<file path="config.mk">
export PLATFORM = sky130hd
export DESIGN_NAME = path_table_stream_parser_flat
export DESIGN_NICKNAME = d
export VERILOG_FILES = /design/src/hdl/ptsp_pkg.sv /design/src/hdl/ptsp_ifs.sv /design/src/hdl/ptsp_name_mem.sv /design/src/hdl/ptsp_parse.sv /design/src/hdl/ptsp_evq.sv /design/src/hdl/ptsp_emit.sv /design/src/hdl/path_table_stream_parser.sv /design/src/flat_wrapper.sv
export SDC_FILE = /design/constraint.sdc
export NUM_CORES = 2
export LEC_CHECK = 0
export ABC_AREA = 1
export CORE_MARGIN = 2
export CORE_UTILIZATION = 60
export CTS_BUF_LIST = sky130_fd_sc_hd__clkbuf_8 sky130_fd_sc_hd__clkbuf_16
export CTS_CLUSTER_SIZE = 8
export DETAILED_ROUTE_END_ITERATION = 7
export DONT_BUFFER_PORTS = 1
export GPL_TIMING_DRIVEN = 0
export PLACE_DENSITY = 0.76
export SETUP_SLACK_MARGIN = 0.1
export SYNTH_ARGS = -nofsm -noshare
export SYNTH_HDL_FRONTEND = slang
export SYNTH_SLANG_ARGS = --single-unit
</file>
<file path="constraint.sdc">
create_clock -name clk -period 20.9 [get_ports clk]
set_input_delay 3.135 -clock clk [delete_from_list [all_inputs] [get_ports clk]]
set_output_delay 3.135 -clock clk [all_outputs]
set_load 0.02 [all_outputs]
</file>
<file path="src/hdl/ptsp_pkg.sv">
// Shared types and constants for the path table stream parser.
package ptsp_pkg;

  // File layout
  localparam logic [6:0] NAME_BYTES  = 7'd64;
  localparam logic [6:0] WPCNT_LO    = 7'd64;
  localparam logic [6:0] WPCNT_HI    = 7'd65;
  localparam logic [6:0] HDR_LAST    = 7'd67;
  localparam logic [6:0] POINT_LAST  = 7'd7;
  localparam int         NUM_CHUNKS  = 8;
  localparam int         NAME_DEPTH  = 2 * NUM_CHUNKS;
  localparam int         NAME_AW     = $clog2(NAME_DEPTH);

  // Record kinds
  localparam logic [2:0] KIND_START = 3'd0;
  localparam logic [2:0] KIND_CHUNK = 3'd1;
  localparam logic [2:0] KIND_WP    = 3'd2;
  localparam logic [2:0] KIND_PEND  = 3'd3;
  localparam logic [2:0] KIND_TEND  = 3'd4;

  // Register indexes (taken from paddr bit 2)
  localparam logic REG_PATH_LIMIT = 1'b0;
  localparam logic REG_WP_LIMIT   = 1'b1;

  localparam logic [15:0] PATH_LIMIT_RST = 16'd256;
  localparam logic [15:0] WP_LIMIT_RST   = 16'd64;

  // One parse event: everything one input byte asks the emitter to send
  typedef struct packed {
    logic        hdr;
    logic        wp;
    logic        pend;
    logic        tend;
    logic [15:0] path;
    logic [15:0] entry;
    logic [6:0]  nlen;
    logic [15:0] wtot;
    logic [31:0] x;
    logic [31:0] y;
    logic        bank;
    logic [15:0] tcount;
  } ev_t;

  // One output record
  typedef struct packed {
    logic [2:0]  kind;
    logic [15:0] path;
    logic [15:0] entry;
    logic [6:0]  nlen;
    logic [15:0] wtot;
    logic [63:0] chunk;
    logic [31:0] x;
    logic [31:0] y;
    logic        last;
  } rec_t;

  // Name memory byte write
  typedef struct packed {
    logic               en;
    logic [NAME_AW-1:0] addr;
    logic [2:0]         lane;
    logic [7:0]         data;
  } nm_wr_t;

  // Name memory word read
  typedef struct packed {
    logic               en;
    logic [NAME_AW-1:0] addr;
  } nm_rd_t;

  // Bank release from emitter to parser
  typedef struct packed {
    logic en;
    logic bank;
  } bank_clr_t;

endpackage

</file>
<file path="src/hdl/ptsp_ifs.sv">
// Valid/ready stream interfaces for the input bytes and the output records.
interface ptsp_in_if;
  logic       valid;
  logic       ready;
  logic [7:0] data_byte;
  logic       end_of_file;

  modport source (output valid, output data_byte, output end_of_file, input ready);
  modport sink   (input valid, input data_byte, input end_of_file, output ready);
endinterface

interface ptsp_out_if;
  logic               valid;
  logic               ready;
  logic [2:0]         record_kind;
  logic [15:0]        path_index;
  logic [15:0]        entry_index;
  logic [6:0]         name_length;
  logic [15:0]        waypoint_total;
  logic [63:0]        name_chunk;
  logic signed [31:0] point_x;
  logic signed [31:0] point_y;
  logic               last_of_run;

  modport source (output valid, output record_kind, output path_index, output entry_index,
                  output name_length, output waypoint_total, output name_chunk,
                  output point_x, output point_y, output last_of_run, input ready);
  modport sink   (input valid, input record_kind, input path_index, input entry_index,
                  input name_length, input waypoint_total, input name_chunk,
                  input point_x, input point_y, input last_of_run, output ready);
endinterface

</file>
<file path="src/hdl/ptsp_name_mem.sv">
// Two-bank name store: byte writes from the parser, registered word reads for the emitter.
module ptsp_name_mem (
  input  logic              clk,
  input  ptsp_pkg::nm_wr_t  wr,
  input  ptsp_pkg::nm_rd_t  rd,
  output logic [63:0]       rd_data_r
);
  import ptsp_pkg::*;

  logic [63:0] name_mem_r [NAME_DEPTH];

  // byte-lane write
  always_ff @(posedge clk) begin
    if (wr.en) begin
      name_mem_r[wr.addr][{wr.lane, 3'b000} +: 8] <= wr.data;
    end
  end

  // registered read
  always_ff @(posedge clk) begin
    if (rd.en) begin
      rd_data_r <= name_mem_r[rd.addr];
    end
  end

endmodule

</file>
<file path="src/hdl/ptsp_parse.sv">
// Byte parser: tracks file position, writes names to memory, raises parse events.
module ptsp_parse (
  input  logic                 clk,
  input  logic                 rst_n,
  input  logic                 fire,
  input  logic [7:0]           data_byte,
  input  logic                 end_of_file,
  input  logic [15:0]          path_limit,
  input  logic [15:0]          waypoint_limit,
  input  ptsp_pkg::bank_clr_t  bank_clr,
  output logic                 hold,
  output logic                 push,
  output ptsp_pkg::ev_t        ev,
  output ptsp_pkg::nm_wr_t     wr
);
  import ptsp_pkg::*;

  localparam logic [2:0] PH_COUNT_LO = 3'd0;
  localparam logic [2:0] PH_COUNT_HI = 3'd1;
  localparam logic [2:0] PH_HEADER   = 3'd2;
  localparam logic [2:0] PH_POINTS   = 3'd3;
  localparam logic [2:0] PH_DONE     = 3'd4;

  logic [2:0]  phase_r, phase_nxt;
  logic [6:0]  pos_r, pos_nxt;
  logic [15:0] decl_paths_r, decl_paths_nxt;
  logic [15:0] started_r, started_nxt;
  logic [6:0]  nlen_r, nlen_nxt;
  logic        nend_r, nend_nxt;
  logic [15:0] decl_wp_r, decl_wp_nxt;
  logic [15:0] wp_seen_r, wp_seen_nxt;
  logic [55:0] shift_r, shift_nxt;
  logic [1:0]  busy_r, busy_nxt;

  logic        hdr_done;
  logic [15:0] started_cur;
  logic [15:0] path_cur;
  logic        kept;
  logic [15:0] wp_inc;
  logic [6:0]  nlen_base;
  logic        nend_base;

  // path being parsed after this byte, and whether it gives records
  assign hdr_done    = fire && (phase_r == PH_HEADER) && (pos_r == HDR_LAST);
  assign started_cur = hdr_done ? started_r + 16'd1 : started_r;
  assign path_cur    = started_cur - 16'd1;
  assign kept        = path_cur < path_limit;
  assign wp_inc      = wp_seen_r + 16'd1;
  assign nlen_base   = (pos_r == 7'd0) ? 7'd0 : nlen_r;
  assign nend_base   = (pos_r == 7'd0) ? 1'b0 : nend_r;

  // header bytes wait while their bank still holds unread chunks
  assign hold = (phase_r == PH_HEADER) && busy_r[started_r[0]];

  // next-state and event build
  always_comb begin
    phase_nxt      = phase_r;
    pos_nxt        = pos_r;
    decl_paths_nxt = decl_paths_r;
    started_nxt    = started_r;
    nlen_nxt       = nlen_r;
    nend_nxt       = nend_r;
    decl_wp_nxt    = decl_wp_r;
    wp_seen_nxt    = wp_seen_r;
    shift_nxt      = shift_r;
    ev             = '0;
    wr             = '0;
    ev.path        = path_cur;
    ev.tcount      = (started_cur < path_limit) ? started_cur : path_limit;
    ev.bank        = started_r[0];

    if (fire) begin
      case (phase_r)
        PH_COUNT_LO: begin
          decl_paths_nxt = {8'd0, data_byte};
          phase_nxt      = PH_COUNT_HI;
        end
        PH_COUNT_HI: begin
          decl_paths_nxt = {data_byte, decl_paths_r[7:0]};
          pos_nxt        = 7'd0;
          phase_nxt      = ({data_byte, decl_paths_r[7:0]} != 16'd0) ? PH_HEADER : PH_DONE;
        end
        PH_HEADER: begin
          nlen_nxt = nlen_base;
          nend_nxt = nend_base;
          if (pos_r < NAME_BYTES) begin
            wr.en   = 1'b1;
            wr.addr = {started_r[0], pos_r[5:3]};
            wr.lane = pos_r[2:0];
            if (!nend_base) begin
              if (data_byte == 8'd0) begin
                nend_nxt = 1'b1;
              end else begin
                wr.data  = data_byte;
                nlen_nxt = nlen_base + 7'd1;
              end
            end
          end else if (pos_r == WPCNT_LO) begin
            decl_wp_nxt = {8'd0, data_byte};
          end else if (pos_r == WPCNT_HI) begin
            decl_wp_nxt = {data_byte, decl_wp_r[7:0]};
          end
          if (pos_r == HDR_LAST) begin
            started_nxt = started_cur;
            ev.hdr      = kept;
            ev.nlen     = nlen_r;
            ev.wtot     = decl_wp_r;
            wp_seen_nxt = 16'd0;
            shift_nxt   = '0;
            pos_nxt     = 7'd0;
            if (decl_wp_r == 16'd0) begin
              ev.pend   = kept;
              phase_nxt = (started_cur >= decl_paths_r) ? PH_DONE : PH_HEADER;
            end else begin
              phase_nxt = PH_POINTS;
            end
          end else begin
            pos_nxt = pos_r + 7'd1;
          end
        end
        PH_POINTS: begin
          if (pos_r == POINT_LAST) begin
            if (kept && (wp_seen_r < waypoint_limit)) begin
              ev.wp    = 1'b1;
              ev.entry = wp_seen_r;
              ev.x     = shift_r[31:0];
              ev.y     = {data_byte, shift_r[55:32]};
            end
            wp_seen_nxt = wp_inc;
            shift_nxt   = '0;
            pos_nxt     = 7'd0;
            if (wp_inc >= decl_wp_r) begin
              ev.pend   = kept;
              phase_nxt = (started_r >= decl_paths_r) ? PH_DONE : PH_HEADER;
            end
          end else begin
            shift_nxt[{pos_r[2:0], 3'b000} +: 8] = data_byte;
            pos_nxt = pos_r + 7'd1;
          end
        end
        default: begin
        end
      endcase

      // end of file: close an open kept path, report, start over
      if (end_of_file) begin
        if ((phase_nxt == PH_POINTS) && kept) begin
          ev.pend = 1'b1;
        end
        ev.tend        = 1'b1;
        phase_nxt      = PH_COUNT_LO;
        pos_nxt        = 7'd0;
        decl_paths_nxt = 16'd0;
        started_nxt    = 16'd0;
        nlen_nxt       = 7'd0;
        nend_nxt       = 1'b0;
        decl_wp_nxt    = 16'd0;
        wp_seen_nxt    = 16'd0;
        shift_nxt      = '0;
      end
    end
  end

  assign push = ev.hdr | ev.wp | ev.pend | ev.tend;

  // bank busy from header event until its last chunk is read
  always_comb begin
    busy_nxt = busy_r;
    if (bank_clr.en) begin
      busy_nxt[bank_clr.bank] = 1'b0;
    end
    if (push && ev.hdr) begin
      busy_nxt[started_r[0]] = 1'b1;
    end
  end

  always_ff @(posedge clk) begin
    if (!rst_n) begin
      phase_r      <= PH_COUNT_LO;
      pos_r        <= 7'd0;
      decl_paths_r <= 16'd0;
      started_r    <= 16'd0;
      nlen_r       <= 7'd0;
      nend_r       <= 1'b0;
      decl_wp_r    <= 16'd0;
      wp_seen_r    <= 16'd0;
      shift_r      <= '0;
      busy_r       <= 2'b00;
    end else begin
      phase_r      <= phase_nxt;
      pos_r        <= pos_nxt;
      decl_paths_r <= decl_paths_nxt;
      started_r    <= started_nxt;
      nlen_r       <= nlen_nxt;
      nend_r       <= nend_nxt;
      decl_wp_r    <= decl_wp_nxt;
      wp_seen_r    <= wp_seen_nxt;
      shift_r      <= shift_nxt;
      busy_r       <= busy_nxt;
    end
  end

endmodule

</file>
<file path="src/hdl/ptsp_evq.sv">
// Small FIFO of parse events between the parser and the emitter.
module ptsp_evq #(
  parameter int DEPTH = 4
) (
  input  logic          clk,
  input  logic          rst_n,
  input  logic          push,
  input  ptsp_pkg::ev_t push_data,
  input  logic          pop,
  output ptsp_pkg::ev_t head,
  output logic          not_empty,
  output logic          full
);
  import ptsp_pkg::*;

  localparam int PTR_W = (DEPTH > 1) ? $clog2(DEPTH) : 1;
  localparam int CNT_W = $clog2(DEPTH + 1);

  ev_t              q_r [DEPTH];
  logic [PTR_W-1:0] wr_ptr_r, wr_ptr_nxt;
  logic [PTR_W-1:0] rd_ptr_r, rd_ptr_nxt;
  logic [CNT_W-1:0] cnt_r, cnt_nxt;

  assign head      = q_r[rd_ptr_r];
  assign not_empty = (cnt_r != '0);
  assign full      = (cnt_r == CNT_W'(DEPTH));

  // pointer and count update
  always_comb begin
    wr_ptr_nxt = wr_ptr_r;
    rd_ptr_nxt = rd_ptr_r;
    cnt_nxt    = cnt_r;
    if (push) begin
      wr_ptr_nxt = (wr_ptr_r == PTR_W'(DEPTH - 1)) ? '0 : wr_ptr_r + PTR_W'(1);
    end
    if (pop) begin
      rd_ptr_nxt = (rd_ptr_r == PTR_W'(DEPTH - 1)) ? '0 : rd_ptr_r + PTR_W'(1);
    end
    if (push && !pop) begin
      cnt_nxt = cnt_r + CNT_W'(1);
    end else if (pop && !push) begin
      cnt_nxt = cnt_r - CNT_W'(1);
    end
  end

  always_ff @(posedge clk) begin
    if (!rst_n) begin
      wr_ptr_r <= '0;
      rd_ptr_r <= '0;
      cnt_r    <= '0;
    end else begin
      wr_ptr_r <= wr_ptr_nxt;
      rd_ptr_r <= rd_ptr_nxt;
      cnt_r    <= cnt_nxt;
    end
  end

  // entry storage
  always_ff @(posedge clk) begin
    if (push) begin
      q_r[wr_ptr_r] <= push_data;
    end
  end

endmodule

</file>
<file path="src/hdl/ptsp_emit.sv">
// Emitter: expands each event into records, reads name chunks, drives the output register.
module ptsp_emit (
  input  logic                 clk,
  input  logic                 rst_n,
  input  logic                 q_valid,
  input  ptsp_pkg::ev_t        q_head,
  output logic                 q_pop,
  output ptsp_pkg::nm_rd_t     rd,
  input  logic [63:0]          rd_data,
  output ptsp_pkg::bank_clr_t  bank_clr,
  output logic                 o_valid_r,
  input  logic                 o_ready,
  output ptsp_pkg::rec_t       o_rec_r
);
  import ptsp_pkg::*;

  ev_t        ev_r;
  logic       ev_valid_r, ev_valid_nxt;
  logic       start_left_r, start_left_nxt;
  logic       chunk_left_r, chunk_left_nxt;
  logic [2:0] chunk_cnt_r, chunk_cnt_nxt;
  logic       wp_left_r, wp_left_nxt;
  logic       pend_left_r, pend_left_nxt;
  logic       tend_left_r, tend_left_nxt;

  rec_t       sel_rec;
  logic       sel_chunk;
  logic       sel_last;
  logic       gen_go;

  logic       p_valid_r;
  rec_t       p_rec_r;
  logic       p_chunk_r;
  logic       o_free;
  logic       p_free;
  rec_t       o_rec_nxt;

  assign o_free = !o_valid_r || o_ready;
  assign p_free = !p_valid_r || o_free;
  assign gen_go = ev_valid_r && p_free;

  // pick the next record of the current event
  always_comb begin
    sel_rec   = '0;
    sel_chunk = 1'b0;
    sel_last  = 1'b0;
    sel_rec.path = ev_r.path;
    if (start_left_r) begin
      sel_rec.kind = KIND_START;
      sel_rec.nlen = ev_r.nlen;
      sel_rec.wtot = ev_r.wtot;
    end else if (chunk_left_r) begin
      sel_rec.kind  = KIND_CHUNK;
      sel_rec.entry = {13'd0, chunk_cnt_r};
      sel_chunk     = 1'b1;
      sel_last      = (chunk_cnt_r == 3'(NUM_CHUNKS - 1)) && !wp_left_r && !pend_left_r
                      && !tend_left_r;
    end else if (wp_left_r) begin
      sel_rec.kind  = KIND_WP;
      sel_rec.entry = ev_r.entry;
      sel_rec.x     = ev_r.x;
      sel_rec.y     = ev_r.y;
      sel_last      = !pend_left_r && !tend_left_r;
    end else if (pend_left_r) begin
      sel_rec.kind = KIND_PEND;
      sel_last     = !tend_left_r;
    end else begin
      sel_rec.kind = KIND_TEND;
      sel_rec.path = ev_r.tcount;
      sel_last     = 1'b1;
    end
    sel_rec.last = sel_last;
  end

  // chunk reads and bank release
  assign rd.en         = gen_go && sel_chunk;
  assign rd.addr       = {ev_r.bank, chunk_cnt_r};
  assign bank_clr.en   = gen_go && sel_chunk && (chunk_cnt_r == 3'(NUM_CHUNKS - 1));
  assign bank_clr.bank = ev_r.bank;

  assign q_pop = q_valid && (!ev_valid_r || (gen_go && sel_last));

  // event sequencing
  always_comb begin
    ev_valid_nxt   = ev_valid_r;
    start_left_nxt = start_left_r;
    chunk_left_nxt = chunk_left_r;
    chunk_cnt_nxt  = chunk_cnt_r;
    wp_left_nxt    = wp_left_r;
    pend_left_nxt  = pend_left_r;
    tend_left_nxt  = tend_left_r;
    if (gen_go) begin
      if (start_left_r) begin
        start_left_nxt = 1'b0;
      end else if (chunk_left_r) begin
        chunk_cnt_nxt = chunk_cnt_r + 3'd1;
        if (chunk_cnt_r == 3'(NUM_CHUNKS - 1)) begin
          chunk_left_nxt = 1'b0;
        end
      end else if (wp_left_r) begin
        wp_left_nxt = 1'b0;
      end else if (pend_left_r) begin
        pend_left_nxt = 1'b0;
      end else begin
        tend_left_nxt = 1'b0;
      end
      if (sel_last) begin
        ev_valid_nxt = 1'b0;
      end
    end
    if (q_pop) begin
      ev_valid_nxt   = 1'b1;
      start_left_nxt = q_head.hdr;
      chunk_left_nxt = q_head.hdr;
      chunk_cnt_nxt  = 3'd0;
      wp_left_nxt    = q_head.wp;
      pend_left_nxt  = q_head.pend;
      tend_left_nxt  = q_head.tend;
    end
  end

  always_ff @(posedge clk) begin
    if (!rst_n) begin
      ev_valid_r   <= 1'b0;
      start_left_r <= 1'b0;
      chunk_left_r <= 1'b0;
      chunk_cnt_r  <= 3'd0;
      wp_left_r    <= 1'b0;
      pend_left_r  <= 1'b0;
      tend_left_r  <= 1'b0;
    end else begin
      ev_valid_r   <= ev_valid_nxt;
      start_left_r <= start_left_nxt;
      chunk_left_r <= chunk_left_nxt;
      chunk_cnt_r  <= chunk_cnt_nxt;
      wp_left_r    <= wp_left_nxt;
      pend_left_r  <= pend_left_nxt;
      tend_left_r  <= tend_left_nxt;
    end
  end

  always_ff @(posedge clk) begin
    if (q_pop) begin
      ev_r <= q_head;
    end
  end

  // record stage, aligned with the name memory read
  always_ff @(posedge clk) begin
    if (!rst_n) begin
      p_valid_r <= 1'b0;
    end else if (p_free) begin
      p_valid_r <= gen_go;
    end
  end

  always_ff @(posedge clk) begin
    if (gen_go) begin
      p_rec_r   <= sel_rec;
      p_chunk_r <= sel_chunk;
    end
  end

  // output register
  always_ff @(posedge clk) begin
    if (!rst_n) begin
      o_valid_r <= 1'b0;
    end else if (o_free) begin
      o_valid_r <= p_valid_r;
    end
  end

  // chunk data joins the record from the name memory read
  always_comb begin
    o_rec_nxt       = p_rec_r;
    o_rec_nxt.chunk = p_chunk_r ? rd_data : 64'd0;
  end

  always_ff @(posedge clk) begin
    if (o_free && p_valid_r) begin
      o_rec_r <= o_rec_nxt;
    end
  end

endmodule

</file>
<file path="src/hdl/path_table_stream_parser.sv">
// Path table stream parser top level: register port, parser, event queue, name memory, emitter.
//
// Takes one file byte per cycle when input is not held, and sends one record per cycle
// while the receiver is ready. Each byte that completes something raises an event
// into an EVQ_DEPTH-entry queue; the emitter turns an event into 1 to 11 records,
// so a header end (path start plus eight name chunks) keeps the output busy while
// later bytes keep flowing. Path names are held in a two-bank name memory, one bank
// per path in turn; the header bytes of a path wait only if the bank they need still
// holds chunks of the path two back that have not been read, and input also waits
// when the queue is full. With the output always ready, a stream of paths is taken at
// one byte per cycle without stalls. Records leave from an output register, behind
// the event queue, the event register and the record stage. No clearing pass after
// reset: the block is ready for bytes as soon as reset is released. Registers: 0x0
// path_limit, 0x4 waypoint_limit.
module path_table_stream_parser #(
  parameter int EVQ_DEPTH = 4
) (
  input  logic        clk,
  input  logic        rst_n,
  ptsp_in_if.sink     in_bus,
  ptsp_out_if.source  out_bus,
  input  logic        cfg_psel,
  input  logic        cfg_penable,
  input  logic        cfg_pwrite,
  input  logic [2:0]  cfg_paddr,
  input  logic [31:0] cfg_pwdata,
  output logic [31:0] cfg_prdata,
  output logic        cfg_pready
);
  import ptsp_pkg::*;

  logic [15:0] path_limit_r;
  logic [15:0] wp_limit_r;
  logic        cfg_wr;

  logic        fire;
  logic        hold;
  logic        push;
  ev_t         ev;
  nm_wr_t      nm_wr;
  nm_rd_t      nm_rd;
  logic [63:0] nm_rd_data;
  bank_clr_t   bank_clr;
  logic        q_pop;
  ev_t         q_head;
  logic        q_not_empty;
  logic        q_full;
  rec_t        o_rec;
  logic        o_valid;

  // register port
  assign cfg_pready = 1'b1;
  assign cfg_wr     = cfg_psel && cfg_penable && cfg_pwrite;

  always_ff @(posedge clk) begin
    if (!rst_n) begin
      path_limit_r <= PATH_LIMIT_RST;
      wp_limit_r   <= WP_LIMIT_RST;
    end else if (cfg_wr) begin
      case (cfg_paddr[2])
        REG_PATH_LIMIT: path_limit_r <= cfg_pwdata[15:0];
        REG_WP_LIMIT:   wp_limit_r   <= cfg_pwdata[15:0];
        default: begin
        end
      endcase
    end
  end

  always_comb begin
    case (cfg_paddr[2])
      REG_PATH_LIMIT: cfg_prdata = {16'd0, path_limit_r};
      REG_WP_LIMIT:   cfg_prdata = {16'd0, wp_limit_r};
      default:        cfg_prdata = 32'd0;
    endcase
  end

  // input handshake
  assign in_bus.ready = !q_full && !hold;
  assign fire         = in_bus.valid && in_bus.ready;

  ptsp_parse u_parse (
    .clk            (clk),
    .rst_n          (rst_n),
    .fire           (fire),
    .data_byte      (in_bus.data_byte),
    .end_of_file    (in_bus.end_of_file),
    .path_limit     (path_limit_r),
    .waypoint_limit (wp_limit_r),
    .bank_clr       (bank_clr),
    .hold           (hold),
    .push           (push),
    .ev             (ev),
    .wr             (nm_wr)
  );

  ptsp_name_mem u_name_mem (
    .clk       (clk),
    .wr        (nm_wr),
    .rd        (nm_rd),
    .rd_data_r (nm_rd_data)
  );

  ptsp_evq #(
    .DEPTH (EVQ_DEPTH)
  ) u_evq (
    .clk       (clk),
    .rst_n     (rst_n),
    .push      (push),
    .push_data (ev),
    .pop       (q_pop),
    .head      (q_head),
    .not_empty (q_not_empty),
    .full      (q_full)
  );

  ptsp_emit u_emit (
    .clk       (clk),
    .rst_n     (rst_n),
    .q_valid   (q_not_empty),
    .q_head    (q_head),
    .q_pop     (q_pop),
    .rd        (nm_rd),
    .rd_data   (nm_rd_data),
    .bank_clr  (bank_clr),
    .o_valid_r (o_valid),
    .o_ready   (out_bus.ready),
    .o_rec_r   (o_rec)
  );

  // output beat
  assign out_bus.valid          = o_valid;
  assign out_bus.record_kind    = o_rec.kind;
  assign out_bus.path_index     = o_rec.path;
  assign out_bus.entry_index    = o_rec.entry;
  assign out_bus.name_length    = o_rec.nlen;
  assign out_bus.waypoint_total = o_rec.wtot;
  assign out_bus.name_chunk     = o_rec.chunk;
  assign out_bus.point_x        = $signed(o_rec.x);
  assign out_bus.point_y        = $signed(o_rec.y);
  assign out_bus.last_of_run    = o_rec.last;

endmodule

</file>
<file path="src/flat_wrapper.sv">
// flat-port wrapper written by rule: the top's interface ports become plain ports
module path_table_stream_parser_flat import ptsp_pkg::*;
#(
  parameter int EVQ_DEPTH = 4
)
  (clk, rst_n, cfg_psel, cfg_penable, cfg_pwrite, cfg_paddr, cfg_pwdata, cfg_prdata, cfg_pready, in_bus_valid, in_bus_data_byte, in_bus_end_of_file, in_bus_ready, out_bus_valid, out_bus_record_kind, out_bus_path_index, out_bus_entry_index, out_bus_name_length, out_bus_waypoint_total, out_bus_name_chunk, out_bus_point_x, out_bus_point_y, out_bus_last_of_run, out_bus_ready);
  ptsp_in_if in_bus_i ();
  ptsp_out_if out_bus_i ();
  input  logic clk;
  input  logic rst_n;
  input  logic cfg_psel;
  input  logic cfg_penable;
  input  logic cfg_pwrite;
  input  logic [2:0] cfg_paddr;
  input  logic [31:0] cfg_pwdata;
  output logic [31:0] cfg_prdata;
  output logic cfg_pready;
  input wire logic [$bits(in_bus_i.valid)-1:0] in_bus_valid;
  input wire logic [$bits(in_bus_i.data_byte)-1:0] in_bus_data_byte;
  input wire logic [$bits(in_bus_i.end_of_file)-1:0] in_bus_end_of_file;
  output wire logic [$bits(in_bus_i.ready)-1:0] in_bus_ready;
  output wire logic [$bits(out_bus_i.valid)-1:0] out_bus_valid;
  output wire logic [$bits(out_bus_i.record_kind)-1:0] out_bus_record_kind;
  output wire logic [$bits(out_bus_i.path_index)-1:0] out_bus_path_index;
  output wire logic [$bits(out_bus_i.entry_index)-1:0] out_bus_entry_index;
  output wire logic [$bits(out_bus_i.name_length)-1:0] out_bus_name_length;
  output wire logic [$bits(out_bus_i.waypoint_total)-1:0] out_bus_waypoint_total;
  output wire logic [$bits(out_bus_i.name_chunk)-1:0] out_bus_name_chunk;
  output wire logic [$bits(out_bus_i.point_x)-1:0] out_bus_point_x;
  output wire logic [$bits(out_bus_i.point_y)-1:0] out_bus_point_y;
  output wire logic [$bits(out_bus_i.last_of_run)-1:0] out_bus_last_of_run;
  input wire logic [$bits(out_bus_i.ready)-1:0] out_bus_ready;
  assign in_bus_i.valid = in_bus_valid;
  assign in_bus_i.data_byte = in_bus_data_byte;
  assign in_bus_i.end_of_file = in_bus_end_of_file;
  assign in_bus_ready = in_bus_i.ready;
  assign out_bus_valid = out_bus_i.valid;
  assign out_bus_record_kind = out_bus_i.record_kind;
  assign out_bus_path_index = out_bus_i.path_index;
  assign out_bus_entry_index = out_bus_i.entry_index;
  assign out_bus_name_length = out_bus_i.name_length;
  assign out_bus_waypoint_total = out_bus_i.waypoint_total;
  assign out_bus_name_chunk = out_bus_i.name_chunk;
  assign out_bus_point_x = out_bus_i.point_x;
  assign out_bus_point_y = out_bus_i.point_y;
  assign out_bus_last_of_run = out_bus_i.last_of_run;
  assign out_bus_i.ready = out_bus_ready;
  path_table_stream_parser #(.EVQ_DEPTH(EVQ_DEPTH)) u_core (.clk(clk), .rst_n(rst_n), .in_bus(in_bus_i), .out_bus(out_bus_i), .cfg_psel(cfg_psel), .cfg_penable(cfg_penable), .cfg_pwrite(cfg_pwrite), .cfg_paddr(cfg_paddr), .cfg_pwdata(cfg_pwdata), .cfg_prdata(cfg_prdata), .cfg_pready(cfg_pready));
endmodule
</file>
==> impl_metrics.toml <==
[cells_and_area]
fill_cells = 9927
instances_no_fill = 9349
nets = 7387
synthToLayoutAreaGrowth_pct = 13.9
fin_util = 0.687
drive_above_1_share = 0.0650

[clock_tree]
cts_hold_buf = 0
cts_tree = "yes"
clockRootBuffer = "clkbuf_16"
clock-sinks = 2287
cts_buffer_depth = 4
clk_latency_ns = 0.94
htreeDepth = 5
cts.clk_slew.worst_paths_ns = 0.05
numCtsBuffers = 336
cts_resized = 0
post_cts.repair.setup_buffers = 0

[detailed_routing]
via_per_inst = 6.45
drt_iter0_drc = 9803
drc = 0
wl_per_cell_um = 28.4
ant_nets = 0
drt_wl_total_mm = 265
vias = 60291
dr.pass1.iters = 7

[synth]
seq_area_frac_synth = 0.739
synth_cell_types = 55
synthTopCellsByCount = "edfxtp_1, nor2_1, o21ai_0, nand2_1, inv_1"
synth_edf_count = 2095
syn_area_per_cell_sq_um = 13.2
yosys-top-cells-area = "edfxtp_1, nor2_1, dfxtp_1, o21ai_0, mux2i_1"
yosysTopAreaCellShare = 0.697
ys_seq_elements = 2287
ys_warn_count = 0
synth_top_area_cell = "edfxtp_1"
async_reset_ff_frac = 0
synth_ff_type = "edfxtp_1"
synth.most_common_cell = "edfxtp_1"
syn_inst = 6828
syn_area_sq_um = 90300

[floorplanning]
rows = 142
initial_core_util = 0.604
io_pins = 273
fp.coreArea_sq_um = 150000
die_x_um = 392
die-area_sq_um = 154000
fp.dieH_um = 392

[sta]
slew_headroom = -0.0335
fin_crit_sh = 0.395
rsz0062_at_grt = "false"
timing.hold.ws_ns = 0.383
finalSetupViolations = 0
finalHoldViolCount = 0
fin_skew_ns = 0.0732
worstMarginPinSlew_ns = 1.55
finalMaxSlewViolations = 22
fin_crit_ns = 8.26
fmax_ghz = 0.121

[grt]
antenna_found_initial = 13
grt-ovfl-total = 0
grt_usage = 0.341
grt_pass1_vias = 58425
grt_max_degree = 86
grt_pass1_wl_mm = 379

[critical_path]
crit_start = "in_bus_valid"
worstPathCellList = "nand3_2, nor2_8, xor2_2, inv_1, ha_1, nand2_1, nor2_1, nand3_1, nor3_2, nand3_1, xor2_1, ha_1, nand2_1, nor2_1, a211oi_1, o221a_2, nand2_1, nor2_1, nand2_1, a21boi_4, buf_12, buf_12, buf_12, buf_12"
path_class = "in2reg"
reg2reg_depth = 29
critPathSlowestCell = "a21boi_4"
critPathMaxStageDelay_ns = 0.67
worstSetupStartpointType = "input port"
r2r_start = "u_core.u_parse.started_r[0]$_SDFFE_PN0P_"
cp_max_fo = 23
arrival_ns = 8.85
end_kind = "flip-flop"
cp.required_ns = 21.49
rrSetupSlack_ns = 13.52
r2r_end = "u_core.u_evq.q_r[0][49]$_DFFE_PP_"

[place]
port_buffers = 0
dp.cells = 8902
gp_congestion = 0.975
place_hpwl_mm = 175

[power]
p_leak_uw = 0.0325
vdd_ir_drop_max_uv = 126
p_per_area_nw_per_um2 = 120

[run_status]
status = "finished, violations left"
violations = "capacitance limit, slew limit"

[worst_hold_path]
hold_depth = 0
worstHoldPathType = "reg2reg"
whs_endpoint = "u_core.u_emit.o_rec_r[5]$_DFFE_PP_"
min_from = "u_core.u_emit.o_rec_nxt[5]$_SDFFCE_PP0P_"

[flow_run]
cap_violations = 2
-- sequential cells by signal, indices dropped and copies added (netlist names), 2 cells and up, named ones only --
name	flops
u_core.u_parse.nlen_r	7
u_core.u_parse.phase_r	3
u_core.u_parse.decl_wp_r	16
u_core.u_parse.decl_paths_r	16
u_core.u_name_mem.rd_data_r	64
u_core.u_name_mem.name_mem_r	1024
u_core.path_limit_r	16
u_core.u_evq.rd_ptr_r	2
u_core.u_evq.q_r	560
u_core.u_emit.o_rec_r	187
u_core.u_evq.wr_ptr_r	2
u_core.u_parse.pos_r	7
u_core.u_emit.o_rec_nxt	123
u_core.u_emit.ev_r	135
u_core.u_evq.cnt_r	3
u_core.u_emit.chunk_cnt_r	3
u_core.u_parse.busy_r	2
u_core.wp_limit_r	16
u_core.u_parse.wp_seen_r	16
u_core.u_parse.shift_r	56
u_core.u_parse.started_r	16
-- critical path, delay by kind of cell --
family / cells / cell delay (ns)
xor gates and xnor gates: 2 / 0.60
AOI/OAI and AO/OA: 3 / 1.17
and+or+nand+nor: 12 / 2.06
buffers and inverters: 5 / 1.24
adders and majority gates: 2 / 0.59
-- kinds of logic after synthesis --
logic type,synth area share
xor gates and xnor gates,0.00425
buffers and inverters,0.0379
AOI/OAI and AO/OA,0.0952
adders and majority gates,0.0156
other,0.0000832
muxes,0.0241
DFF,0.739
and+or+nand+nor,0.0835
-- final cells by class --
type	count	area [sq um]	area share
antenna	7	17.5	0.000170
buffer	400	1650	0.0160
clock buffer	341	8520	0.0829
clock inverter	99	447	0.00435
inverter	473	1780	0.0173
multi-input combinational	3683	20300	0.197
sequential	2287	66800	0.649
tap	2016	2520	0.0245
timing repair buffer	43	850	0.00826
-- report_power, final --
part / switching [uW] / internal, uW / total [uW] / leakage, uW
clock: 1830 / 2860 / 4690 / 0.00473
sequential: 229 / 5570 / 5800 / 0.0191
combinational: 1370 / 417 / 1790 / 0.00863
-- placed cells by master, fill, tap and decap left out, drive strengths merged, types with 7 or more instances in the layout --
cell type  netlist  final
xor2            41     41
o22ai          139    139
inv            468    562
clkinv           5     10
o32ai           39     39
nand3          137    137
mux2i          217    217
nand4           14     14
dfxtp          192    192
nor4            19     19
nor2          1106   1106
buf             68    111
diode            0      7
nand2          528    528
nor3            67     67
a211oi          62     62
o221ai         217    217
edfxtp        2095   2095
o21ai          659    659
a21oi          228    228
o211ai          45     45
clkbuf         332    673
conb             2     17
ha             111    111
-- worst max path at each step --
stage	slack, ns	to	depth (start not counted)
3_5_place_dp	11.90	u_core.u_evq.q_r[0][46]$_DFFE_PP_	24
4_1_cts	12.78	u_core.u_evq.q_r[0][49]$_DFFE_PP_	24
6_report	12.64	u_core.u_evq.q_r[0][49]$_DFFE_PP_	24
5_1_grt	12.44	u_core.u_evq.q_r[0][49]$_DFFE_PP_	26
2_1_floorplan	4.01	u_core.u_evq.q_r[0][0]$_DFFE_PP_	20
3_3_place_gp	-5.21	u_core.u_evq.q_r[0][61]$_DFFE_PP_	20
-- layer usage --
metal | part of all wire | track usage | vias to the layer above
li1 | - | - | 25585
met1 | 0.35 | 0.430 | 29141
met2 | 0.46 | 0.534 | 4558
met3 | 0.13 | 0.0968 | 993
met4 | 0.063 | 0.193 | 14
met5 | 0.00050 | 0.00255 | -
-- stage by stage --
step / setup WS (ns) / total power (uW) / area [sq um] / setup TNS (ns)
after detailed placement: 11.90 / 7600 / 93800 / 0
after CTS: 12.78 / 12200 / 103000 / 0
after floorplan: 4.01 / 6870 / 90300 / 0
after global routing: 12.44 / 12600 / 103000 / 0
final: 12.64 / 12300 / 103000 / 0
after global placement: -5.21 / 7650 / 92900 / -2092.72
Note: power is estimated with default switching activity, not from simulation.
